<file path="config.mk">
export PLATFORM = sky130hd
export DESIGN_NAME = efr_walk
export DESIGN_NICKNAME = d
export VERILOG_FILES = /design/src/rtl/efr_pkg.sv /design/src/rtl/efr_walk.sv
export SDC_FILE = /design/constraint.sdc
export NUM_CORES = 1
export LEC_CHECK = 0
export ABC_CLOCK_PERIOD_IN_PS = 7300
export BUFFER_PORTS_ARGS = -buffer_cell sky130_fd_sc_hd__clkbuf_2
export CORE_ASPECT_RATIO = 2
export CORE_UTILIZATION = 45
export CTS_BUF_LIST = sky130_fd_sc_hd__clkbuf_2 sky130_fd_sc_hd__clkbuf_4 sky130_fd_sc_hd__clkbuf_8
export CTS_CLUSTER_DIAMETER = 30
export DETAILED_ROUTE_END_ITERATION = 8
export PLACE_DENSITY_LB_ADDON = 0.2
export REMOVE_ABC_BUFFERS = 1
export SLEW_MARGIN = 20
export SYNTH_ARGS = -nofsm -noshare
export SYNTH_HDL_FRONTEND = slang
export SYNTH_SLANG_ARGS = --single-unit
</file>
<file path="constraint.sdc">
create_clock -name clk -period 7.3 [get_ports clk]
set_clock_uncertainty 0.2 [all_clocks]
set_input_delay 0.365 -clock clk [delete_from_list [all_inputs] [get_ports clk]]
set_output_delay 0.365 -clock clk [all_outputs]
set_load 0.01 [all_outputs]
</file>
<file path="src/rtl/efr_pkg.sv">
// Shared widths and types for the edge-function triangle rasterizer.
// No dependencies; imported by efr_setup, efr_walk and the top level.
`default_nettype none
package efr_pkg;

  localparam int CW  = 11;          // coordinate bits
  localparam int AW  = CW + 1;      // edge slope bits
  localparam int SW  = CW + 2;      // sum of three coordinates
  localparam int CCW = 2 * CW + 1;  // edge offset bits
  localparam int PW  = 2 * CW;      // coordinate product bits
  localparam int EW  = 2 * CW + 3;  // edge value bits
  localparam int TW  = 2 * CW + 4;  // centroid test bits

  typedef logic signed [CW-1:0]  coord_t;
  typedef logic signed [AW-1:0]  slope_t;
  typedef logic signed [CCW-1:0] offset_t;
  typedef logic signed [EW-1:0]  eval_t;

  typedef struct packed {
    coord_t x_lo;
    coord_t x_hi;
    coord_t y_lo;
    coord_t y_hi;
  } box_t;

  typedef struct packed {
    slope_t [2:0] slope_x;
    slope_t [2:0] slope_y;
    eval_t  [2:0] start_val;
    box_t         box;
  } edge_setup_t;

endpackage
`default_nettype wire

</file>
<file path="src/rtl/efr_walk.sv">
// Bounding-box walk: incremental edge values, coverage test, result register.
// Loaded from efr_setup; depends on efr_pkg.
`default_nettype none
module efr_walk (
  input  wire                  clk,
  input  wire                  rst_n,
  input  wire                  load,
  input  efr_pkg::edge_setup_t setup,
  input  wire                  abort,
  input  wire                  step,
  input  wire                  out_stall,
  output logic                 out_valid,
  output efr_pkg::coord_t      pixel_x,
  output efr_pkg::coord_t      pixel_y,
  output logic                 covered,
  output logic                 last_candidate
);
  import efr_pkg::*;

  logic        active_r;
  slope_t      sx_r [3];
  slope_t      sy_r [3];
  eval_t       cur_r [3];
  eval_t       col_r [3];
  box_t        box_r;
  coord_t      scan_x_r, scan_y_r;

  logic        out_valid_r;
  coord_t      pixel_x_r, pixel_y_r;
  logic        covered_r, last_r;

  logic emit, cov, last, y_more;
  eval_t col_nxt [3];

  assign emit   = step & active_r;
  assign last   = (scan_x_r >= box_r.x_hi) && (scan_y_r >= box_r.y_hi);
  assign y_more = scan_y_r < box_r.y_hi;

  always_comb begin
    cov = 1'b1;
    for (int k = 0; k < 3; k++) begin
      if (cur_r[k] <= 0) cov = 1'b0;
      col_nxt[k] = col_r[k] + EW'(sx_r[k]);
    end
  end

  always_ff @(posedge clk) begin
    if (!rst_n) begin
      active_r    <= 1'b0;
      out_valid_r <= 1'b0;
    end else begin
      if (load) begin
        active_r <= 1'b1;
      end else if (abort || (emit && last)) begin
        active_r <= 1'b0;
      end
      if (emit) begin
        out_valid_r <= 1'b1;
      end else if (!out_stall) begin
        out_valid_r <= 1'b0;
      end
    end
  end

  always_ff @(posedge clk) begin
    if (load) begin
      for (int k = 0; k < 3; k++) begin
        sx_r[k]  <= setup.slope_x[k];
        sy_r[k]  <= setup.slope_y[k];
        cur_r[k] <= setup.start_val[k];
        col_r[k] <= setup.start_val[k];
      end
      box_r    <= setup.box;
      scan_x_r <= setup.box.x_lo;
      scan_y_r <= setup.box.y_lo;
    end else if (emit && !last) begin
      if (y_more) begin
        scan_y_r <= scan_y_r + CW'(1);
        for (int k = 0; k < 3; k++) begin
          cur_r[k] <= cur_r[k] + EW'(sy_r[k]);
        end
      end else begin
        scan_y_r <= box_r.y_lo;
        scan_x_r <= scan_x_r + CW'(1);
        for (int k = 0; k < 3; k++) begin
          col_r[k] <= col_nxt[k];
          cur_r[k] <= col_nxt[k];
        end
      end
    end
    if (emit) begin
      pixel_x_r <= scan_x_r;
      pixel_y_r <= scan_y_r;
      covered_r <= cov;
      last_r    <= last;
    end
  end

  assign out_valid      = out_valid_r;
  assign pixel_x        = pixel_x_r;
  assign pixel_y        = pixel_y_r;
  assign covered        = covered_r;
  assign last_candidate = last_r;

endmodule
`default_nettype wire

</file>
==> summary by stage, run 1 <==
Placed design
The post-placement worst setup slack is 2.66 ns. The congestion estimate from routability-driven global placement came to 0.882. The HPWL after detailed placement is approximately 40,000 um. Input and output buffers added on the ports amount to 221.

Synth
Yosys attributes the largest share of cell area to edfxtp_1, ha_1, nand2_1. Yosys mapped a number of flops with a built-in enable equal to 301. The mean instance size in the synthesized netlist is about 10 um2. The gate count after technology mapping is 1,862.

The netlist area before placement is 19,200 um2. In the synthesized netlist the dominant register cell turns out to be edfxtp_1. The fraction of registers with async set or reset after synthesis is 0%. The synthesis-stage register bit count is 303. For this run, the register share of the synthesized area comes to 47.2%. The library cell occupying the most area in the post-synthesis netlist is edfxtp_1.

The synthesized netlist contains 72 unique library cells. The top cell type's share of synthesized area is 47.0%. The number of warnings printed during yosys synthesis is 0.

Route
For this block, the routed nets add up to 55,800 um of wire. The wire length per cell is 19.4 um. The final routed DRC violation total is 0. The detailed router finished its first iteration with approximately 750 violations. The detail route stage leaves a number of antenna-violating nets equal to 0. Summing over every cut layer, the via total after detailed routing is 16,225.

The average vias per placed instance is 5.64. The number of search-and-repair iterations in the first detailed-routing pass is 5.

Global routing
The number of global-route vias before repair was 17,169. In the global route stage, overall resource usage came out at 25.9%. The first global-routing pass estimated 87,000 um of wire. The total grt overflow is 0. The initial antenna violation count is 2. Entering global routing, the biggest net connects 80 pins.

Clock tree
Clock tree synthesis selected as its root buffer the cell clkbuf_8. The CTS sink count is 303. The later pin in the worst-skew pair is clocked with a latency of 0.62 ns. The post-CTS setup-driven buffer insertion count is 0. In this run, post-CTS hold repair placed 195 buffers. After clock tree synthesis, the clock-pin slew on the worst setup and hold paths is around 0.070 ns. The clock tree from TritonCTS is yes. No sink is reached through more buffers than the 3 on the longest clock path. TritonCTS created 58 clock buffers. The maximum level of the CTS H-tree is 2. The number of gates resized after CTS was 0.

Critical path
The most critical setup path has its endpoint at cur_r[0][20]$_DFFE_PP_. The data required time at the worst endpoint is 7.60 ns. The start point of the critical path is scan_y_r[8]$_DFFE_PP_.

The endpoint class of the critical path is a flop. For the worst setup path, the data arrival time is 4.85 ns. The slack of the worst reg-to-reg path is 2.75 ns.

The worst reg-to-reg path cell count is 10. The worst setup path is launched from a flop. The origin of the critical flop-to-flop path is scan_y_r[8]$_DFFE_PP_.

The classification of the worst setup path is flop to flop. The highest net fanout along the worst path is roughly 70. The capture point of the worst reg-to-reg path is cur_r[0][20]$_DFFE_PP_.

Pwr
The analysis attributes to net switching a power of 1.88 mW. The power per cell area is 238 nW/um2. The clock network burns a little under a third of the power. The worst voltage drop across the vdd grid is ~0.00020 V.

The post-route total power is around 5.8 mW. The leakage power figure is 10.2 nW. Sequential cells burn about two fifths of the power. The combinational fraction of design power is ~30%. Internal power comes to 3.88 mW. The switching part of the total is 32.6%.

Finish
Compared with the post-synthesis result, the final layout area differs by 25.8%. In the layout the commonest cells are edfxtp_1, nand2_1, clkbuf_2. The multi-input combinational cells in the finished layout cover a total of between 9000 and 10,000 um2. The number of nets in the layout is 2,669. Registers take just over 9000 um2.

The library cell used most frequently in the layout, excluding fill and tap cells, is edfxtp_1. The share of post-route cells with drive strength above 1 is approximately 15%. The layout has approximately 3,700 filler cells.

STA
Setup violations remaining at the end of the flow were counted as 0. Setup repair after global routing left no endpoint under its margin. The final critical path time including I/O delays and setup is 4.55 ns.

The count of final hold-check violations is 0. In the finished design, the share of the clock period the worst path needs comes to 62.3%. Across all setup checks in the final design, the least slack found is 2.75 ns. Based on the critical path, the design can be clocked at up to 220 MHz. For the final routed database, the setup TNS stands at 0 ns. For the pin with the worst max-slew slack, the measured transition is around 1.2 ns. The max-slew violation count was 0. Final hold analysis gives a worst-case slack of 0.0882 ns. The worst slew slack as a fraction of its limit is 18.8%.

Run status
The run finished with clean final reports.

Floorplanning
Pin placement for this block handled 222 I/O pins. The die is 148 um wide. The effective utilization at floorplan is 45.9%. The number of rows created at floorplan is approximately 110.

The die covers ~44,000 um2. The area of the placeable core is approximately 42,000 um2. The chip height is 294 um.

Worst hold path
The worst hold path belongs to the class input pin to flop.

Run
The tool flagged a number of max-cap violations equal to 0.
## sequential cells by signal, summed over array words and instances, names as in the netlist
name,cells
active_r,1
sy_r,36
box_r,33
scan_x_r,11
col_r,75
sx_r,36
cur_r,75
out_valid,1
pixel_y,11
scan_y_r,11
covered,1
last_candidate,1
pixel_x,11
## power groups by stage
stage | Sequential, mW | Combinational [mW] | Clock, mW
final | 2.23 | 1.70 | 1.82
after global routing | 2.25 | 1.89 | 1.93
after CTS | 2.23 | 1.70 | 1.87
after detailed placement | 2.27 | 1.61 | 0
after global placement | 2.27 | 1.57 | 0
after floorplan | 2.23 | 1.15 | 0
## Yosys cell counts (all sizes together), types with 10 or more instances
master / count
a221o: 14
edfxtp: 301
nor2b: 15
o311ai: 19
nand2b: 10
o21ai: 139
a21oi: 144
nand4: 13
xnor2: 76
xor2: 66
nor2: 101
o211ai: 25
a31oi: 14
a211oi: 18
o21a: 17
nand2: 296
buf: 11
o21bai: 23
a21o: 67
inv: 60
nor3: 25
ha: 168
a211o: 10
and3: 16
nor4: 19
nand3: 34
clkbuf: 45
mux2i: 10
## layer usage
layer / share of wire (%) / GRT usage, %
met1: 35 / 24.8
met2: 54 / 50.0
met5: 0.018 / 0
met3: 4.0 / 3.89
met4: 7.0 / 17.5
## cell families (layout without fill, tap and decap cells)
kind of cell / count (synthesis) / count (layout) / share of synthesized area (%)
muxes: 15 / 15 / 0.814
DFF: 303 / 303 / 47.2
other: 0 / 1 / 0
xor gates and xnor gates: 142 / 142 / 6.47
buffers and inverters: 116 / 592 / 2.30
adders and majority gates: 174 / 174 / 11.6
AOI/OAI and AO/OA: 552 / 552 / 18.8
and+or+nand+nor: 560 / 560 / 12.8
## area by class of cell
| cell class | count | area share [%] |
|---|---|---|
| flip-flops and latches | 303 | 37.5 |
| multi-input cells | 1443 | 40.4 |
| well taps | 540 | 2.79 |
| repair buffers | 432 | 13.3 |
| clock inverters | 35 | 1.56 |
| clock buffers | 65 | 3.54 |
| diodes | 1 | 0.0103 |
| inverters | 60 | 0.931 |
## worst min-delay path by stage
stage | to | start | slack [ns] | cells past startpoint
final | box_r[25]$_DFFE_PP_ | load | 0.09 | 1
after global routing | box_r[27]$_DFFE_PP_ | load | 0.09 | 1
after CTS | box_r[25]$_DFFE_PP_ | load | 0.07 | 1
after detailed placement | out_valid$_SDFFE_PN0P_ | out_valid$_SDFFE_PN0P_ | 0.27 | 2
after global placement | out_valid$_SDFFE_PN0P_ | out_valid$_SDFFE_PN0P_ | 0.26 | 2
after floorplan | box_r[0]$_DFFE_PP_ | setup[0] | 0.26 | 0
## metrics by stage
stage	instances	utilization, %	area, um2
2_1_floorplan	1806	-	19000
3_3_place_gp	2582	50.0	21000
3_5_place_dp	2582	50.0	21000
4_1_cts	2877	57.6	24100
5_1_grt	2879	57.7	24200
6_report	2879	57.7	24200
## critical path, cell delays in order, from the launching register on
cell       delay (ns)
edfxtp_1         0.45
ha_1             0.33
a21oi_1          0.07
o211ai_1         0.35
a2bb2oi_1        0.34
o31a_2           0.23
buf_4            0.60
nand3_4          0.64
buf_4            0.57
nor4_1           0.45
a221o_1          0.16
No activity file was read; power rests on OpenSTA's default activity.
==> run 2: changes to the inputs <==
--- a/config.mk
+++ b/config.mk
@@ -5,7 +5,7 @@
 export SDC_FILE = /design/constraint.sdc
 export NUM_CORES = 1
 export LEC_CHECK = 0
-export ABC_CLOCK_PERIOD_IN_PS = 7300
+export ABC_CLOCK_PERIOD_IN_PS = 3900
 export BUFFER_PORTS_ARGS = -buffer_cell sky130_fd_sc_hd__clkbuf_2
 export CORE_ASPECT_RATIO = 2
 export CORE_UTILIZATION = 45
==> constraint.sdc (replaced) <==
create_clock -name clk -period 3.9 [get_ports clk]
set_clock_uncertainty 0.2 [all_clocks]
set_input_delay 0.195 -clock clk [delete_from_list [all_inputs] [get_ports clk]]
set_output_delay 0.195 -clock clk [all_outputs]
set_load 0.01 [all_outputs]
==> run 2 against run 1 <==
First-iteration DRC count fell by 0.13%; die area did not move; wire length rose by 4.4%; combinational power rose by 96%; sequential share of layout area fell by 0.45 points; highest routed layer is now met4; worst setup slack got worse by 2.5 ns; clock power rose by 83%; core utilization rose by 0.70 points.
==> summary by stage, run 2 (same netlist as run 1, synthesis figures left out) <==
STA
The setup-violating endpoint count in the final report came to 0 (unchanged). The count of final hold-check violations is 0 (unchanged). The transition time of the tightest slew-check pin is 0.820 ns (-0.386 ns). Setup repair after global routing left no endpoint under its margin. The aggregate negative setup slack came to 0 ns (unchanged). The ratio of final minimum period to clock period is 94.7% (+32 points).

The worst slew slack as a fraction of its limit was 44.8% (+26 points). The highest clock frequency the design can meet is 271 MHz (+23%). The max-slew violation count was 0 (unchanged). The final critical path time including I/O delays and setup is 3.69 ns (-0.855 ns).

Global routing
The initial antenna violation count was 2 (unchanged). The pin count of the biggest net entering global routing was 76 (-5.0%). The total grt overflow is 0 (unchanged).

The number of global-route vias before repair was 17,430 (+1.5%). The aggregate global-route resource usage is 26.9% (+1.0 points). The global-route wire length before repair is 90,000 um (+3.4%).

Critical path
In this run the critical register-to-register path is captured at cur_r[0][49]$_DFFE_PP_. The kind of launch point of the worst setup path is a flop. The worst reg-to-reg path cell count is 12 (+2). Counting stages on the worst path, the most repeated cell is a211o_1. The data required time at the worst endpoint is 4.06 ns (-3.54 ns). The cell with the biggest individual delay on the critical path is fa_1. The slack of the worst reg-to-reg path came to 0.21 ns (-2.55 ns). The highest net fanout along the worst path is 3 (-96%). The signal on the critical path passes through ha_1 -> fa_1 -> a211o_1 -> a211o_1 -> a211oi_2 -> buf_4 -> o31ai_1 -> o21a_1 -> a311oi_1 -> xnor2_1 -> nor2_1 -> a221o_1.

By startpoint and endpoint, the worst setup path is classified as flop to flop. STA classifies the critical path endpoint as a flop. The worst endpoint data arrival time was 3.86 ns (-0.99 ns). The origin of the critical flop-to-flop path is sx_r[0][12]$_DFFE_PP_. The maximum cell stage delay along the critical path is 0.43 ns (-0.21 ns).

Floorplanning
The effective utilization at floorplan came to 45.9% (unchanged). The die area is 43,600 um2 (unchanged). The chip height was 294 um (unchanged).

The number of rows created at floorplan was 106 (unchanged). The x dimension of the die was 148 um (unchanged). The number of ports placed on the die boundary is 222 (unchanged). The area of the placeable core is 41,900 um2 (unchanged).

Route
The average vias per placed instance is 5.64 (about the same). The final routed wirelength across all metal layers was 58,300 um (+4.4%). The wire length per cell came to 20.0 um (+3.0%). The final routed DRC violation total is 0 (unchanged). The number of search-and-repair iterations in the first detailed-routing pass was 5 (unchanged). The number of antenna-violating nets in the routed design is 0 (unchanged). The violation count after the first detailed-route iteration came to 746 (-0.13%).

The total number of vias is 16,437 (+1.3%).

Finish
The non-filler instance count after layout was 2,916 (+1.3%). The number of nets in the layout was 2,699 (+1.1%). The number of fill cells in the layout is 3,615 (-2.1%). The end-of-flow core utilization is 58.4% (+0.70 points). The largest registers in the layout are col_r x75, cur_r x75.

The share of post-route cells with drive strength above 1 is 16.6% (+1.2 points). Leaving out fill and tap cells, the most frequent cell in the layout is edfxtp_1. The growth of design area from synthesis to finish is 27.3%. In the layout the commonest cells are edfxtp_1, nand2_1, clkbuf_2.

Pwr
The switching power of the nets is 3.66 mW (+95%). The clock network fraction of design power was 30.8% (-0.8 points). The worst voltage drop across the vdd grid is 0.000336 V (+70%). The power per cell area came to 442 nW/um2 (+86%). The part of the power in registers is 38.4% (-0.4 points). The total internal power was 7.15 mW (+84%). The post-route total power is 10.8 mW (+88%). The switching part of the total is 33.9% (+1.2 points). The leakage power figure is 10.4 nW (+1.7%). The combinational fraction of design power was 30.8% (+1.2 points).

Clock tree
The number of CTS-inserted buffers came to 57 (-1.7%). The clock latency on the worst-skew pair is 0.65 ns (+0.03 ns). The maximum buffer depth of the clock tree was 3 (unchanged).

The CTS sink count was 303 (unchanged). The CTS clock-pin slew for the worst setup and hold paths is 0.07 ns (about the same). TritonCTS built the clock tree. The post-CTS setup-driven buffer insertion count is 0 (unchanged). CTS placed an instance of clkbuf_8 at the clock tree root. The maximum level of the CTS H-tree was 2 (unchanged).

Worst hold path
In this run the worst hold path is classified as input pin to flop. The terminating pin of the worst hold path is box_r[22]$_DFFE_PP_. The startpoint of the lowest-slack hold path is setup[22]. The cell depth of the worst min-delay path is 2 (+1).

Placed design
The number of buffers added on ports was 221 (unchanged). The post-placement cell count is 2,613 (+1.2%). The HPWL after detailed placement came to 42,400 um (+6.0%).

The routability-driven placement congestion ratio was 0.939 (+6.5%).

Run
The max-cap check violation count is 0 (unchanged).

Run status
The flow ran to the end, and the final reports show no timing, DRC or antenna violations.
[run 2: cell count changes in the layout (fill, tap and decap cells not counted), sizes merged]
cell | before | now
buf | 17 | 47
inv | 61 | 66
dlygate4sd3 | 195 | 196
bufinv | 7 | 4
diode | 1 | 2
clkinv | 18 | 24
clkbuf | 285 | 287
clkinvlp | 9 | 4
[run 2: power groups by stage]
stage	Clock (mW)	Sequential [mW]	Combinational [mW]
6_report	3.33	4.15	3.33
5_1_grt	3.52	4.18	3.67
4_1_cts	3.39	4.15	3.31
3_5_place_dp	0	4.22	3.13
3_3_place_gp	0	4.22	3.08
2_1_floorplan	0	4.18	2.15
[run 2: how the worst max path moves through the flow]
| stage | start | endpoint | slack (ns) | depth (start not counted) |
|---|---|---|---|---|
| 2_1_floorplan | scan_y_r[1]$_DFFE_PP_ | col_r[0][0]$_DFFE_PP_ | -2.74 | 8 |
| 3_3_place_gp | scan_y_r[4]$_DFFE_PP_ | cur_r[0][46]$_DFFE_PP_ | 0.19 | 11 |
| 3_5_place_dp | cur_r[0][25]$_DFFE_PP_ | cur_r[0][49]$_DFFE_PP_ | 0.16 | 11 |
| 4_1_cts | cur_r[0][25]$_DFFE_PP_ | cur_r[0][49]$_DFFE_PP_ | 0.11 | 11 |
| 6_report | sx_r[0][12]$_DFFE_PP_ | cur_r[0][49]$_DFFE_PP_ | 0.21 | 12 |
| 5_1_grt | col_r[0][25]$_DFFE_PP_ | cur_r[0][49]$_DFFE_PP_ | 0.03 | 12 |
[run 2: per-layer routing]
metal	vias up	share of wire, %	global-route usage, %
met5	-	0	0
met1	7782	35	26.1
met4	0	5.5	15.1
met3	182	4.3	3.67
li1	7950	-	-
met2	523	55	53.2
[run 2: layout make-up]
class                   instances  area (um2)  area share (%)
diodes                          2        5.00          0.0204
well taps                     540         676            2.76
clock buffers                  67         866            3.54
flip-flops and latches        303        9080            37.1
inverters                      60         225           0.920
clock inverters                38         339            1.39
repair buffers                463        3510            14.3
multi-input cells            1443        9780            39.9
[run 2: worst max-delay path, delay by kind of cell, from the launching register on]
family,cells,cell delay (ns)
xor+xnor,1,0.16
compound gates,7,1.81
fa+ha+maj,2,0.67
buf+inv,1,0.14
simple gates,1,0.07
flops,1,0.37
[run 2: through the flow]
stage	instance area (um2)	hold WS (ns)	setup slack [ns]
floorplan	19000	0.0939	-2.74
global placement	21300	0.173	0.186
detailed placement	21300	0.174	0.162
CTS	24500	0.0159	0.110
global route	24500	0.0399	0.0290
finish	24500	0.0579	0.207
[run 2: repair_timing]
action,4_1_cts,5_1_grt
endpoints found under the hold margin,300,0
hold buffers,196,0
endpoints found under the setup margin,0,3
resized for setup,0,4
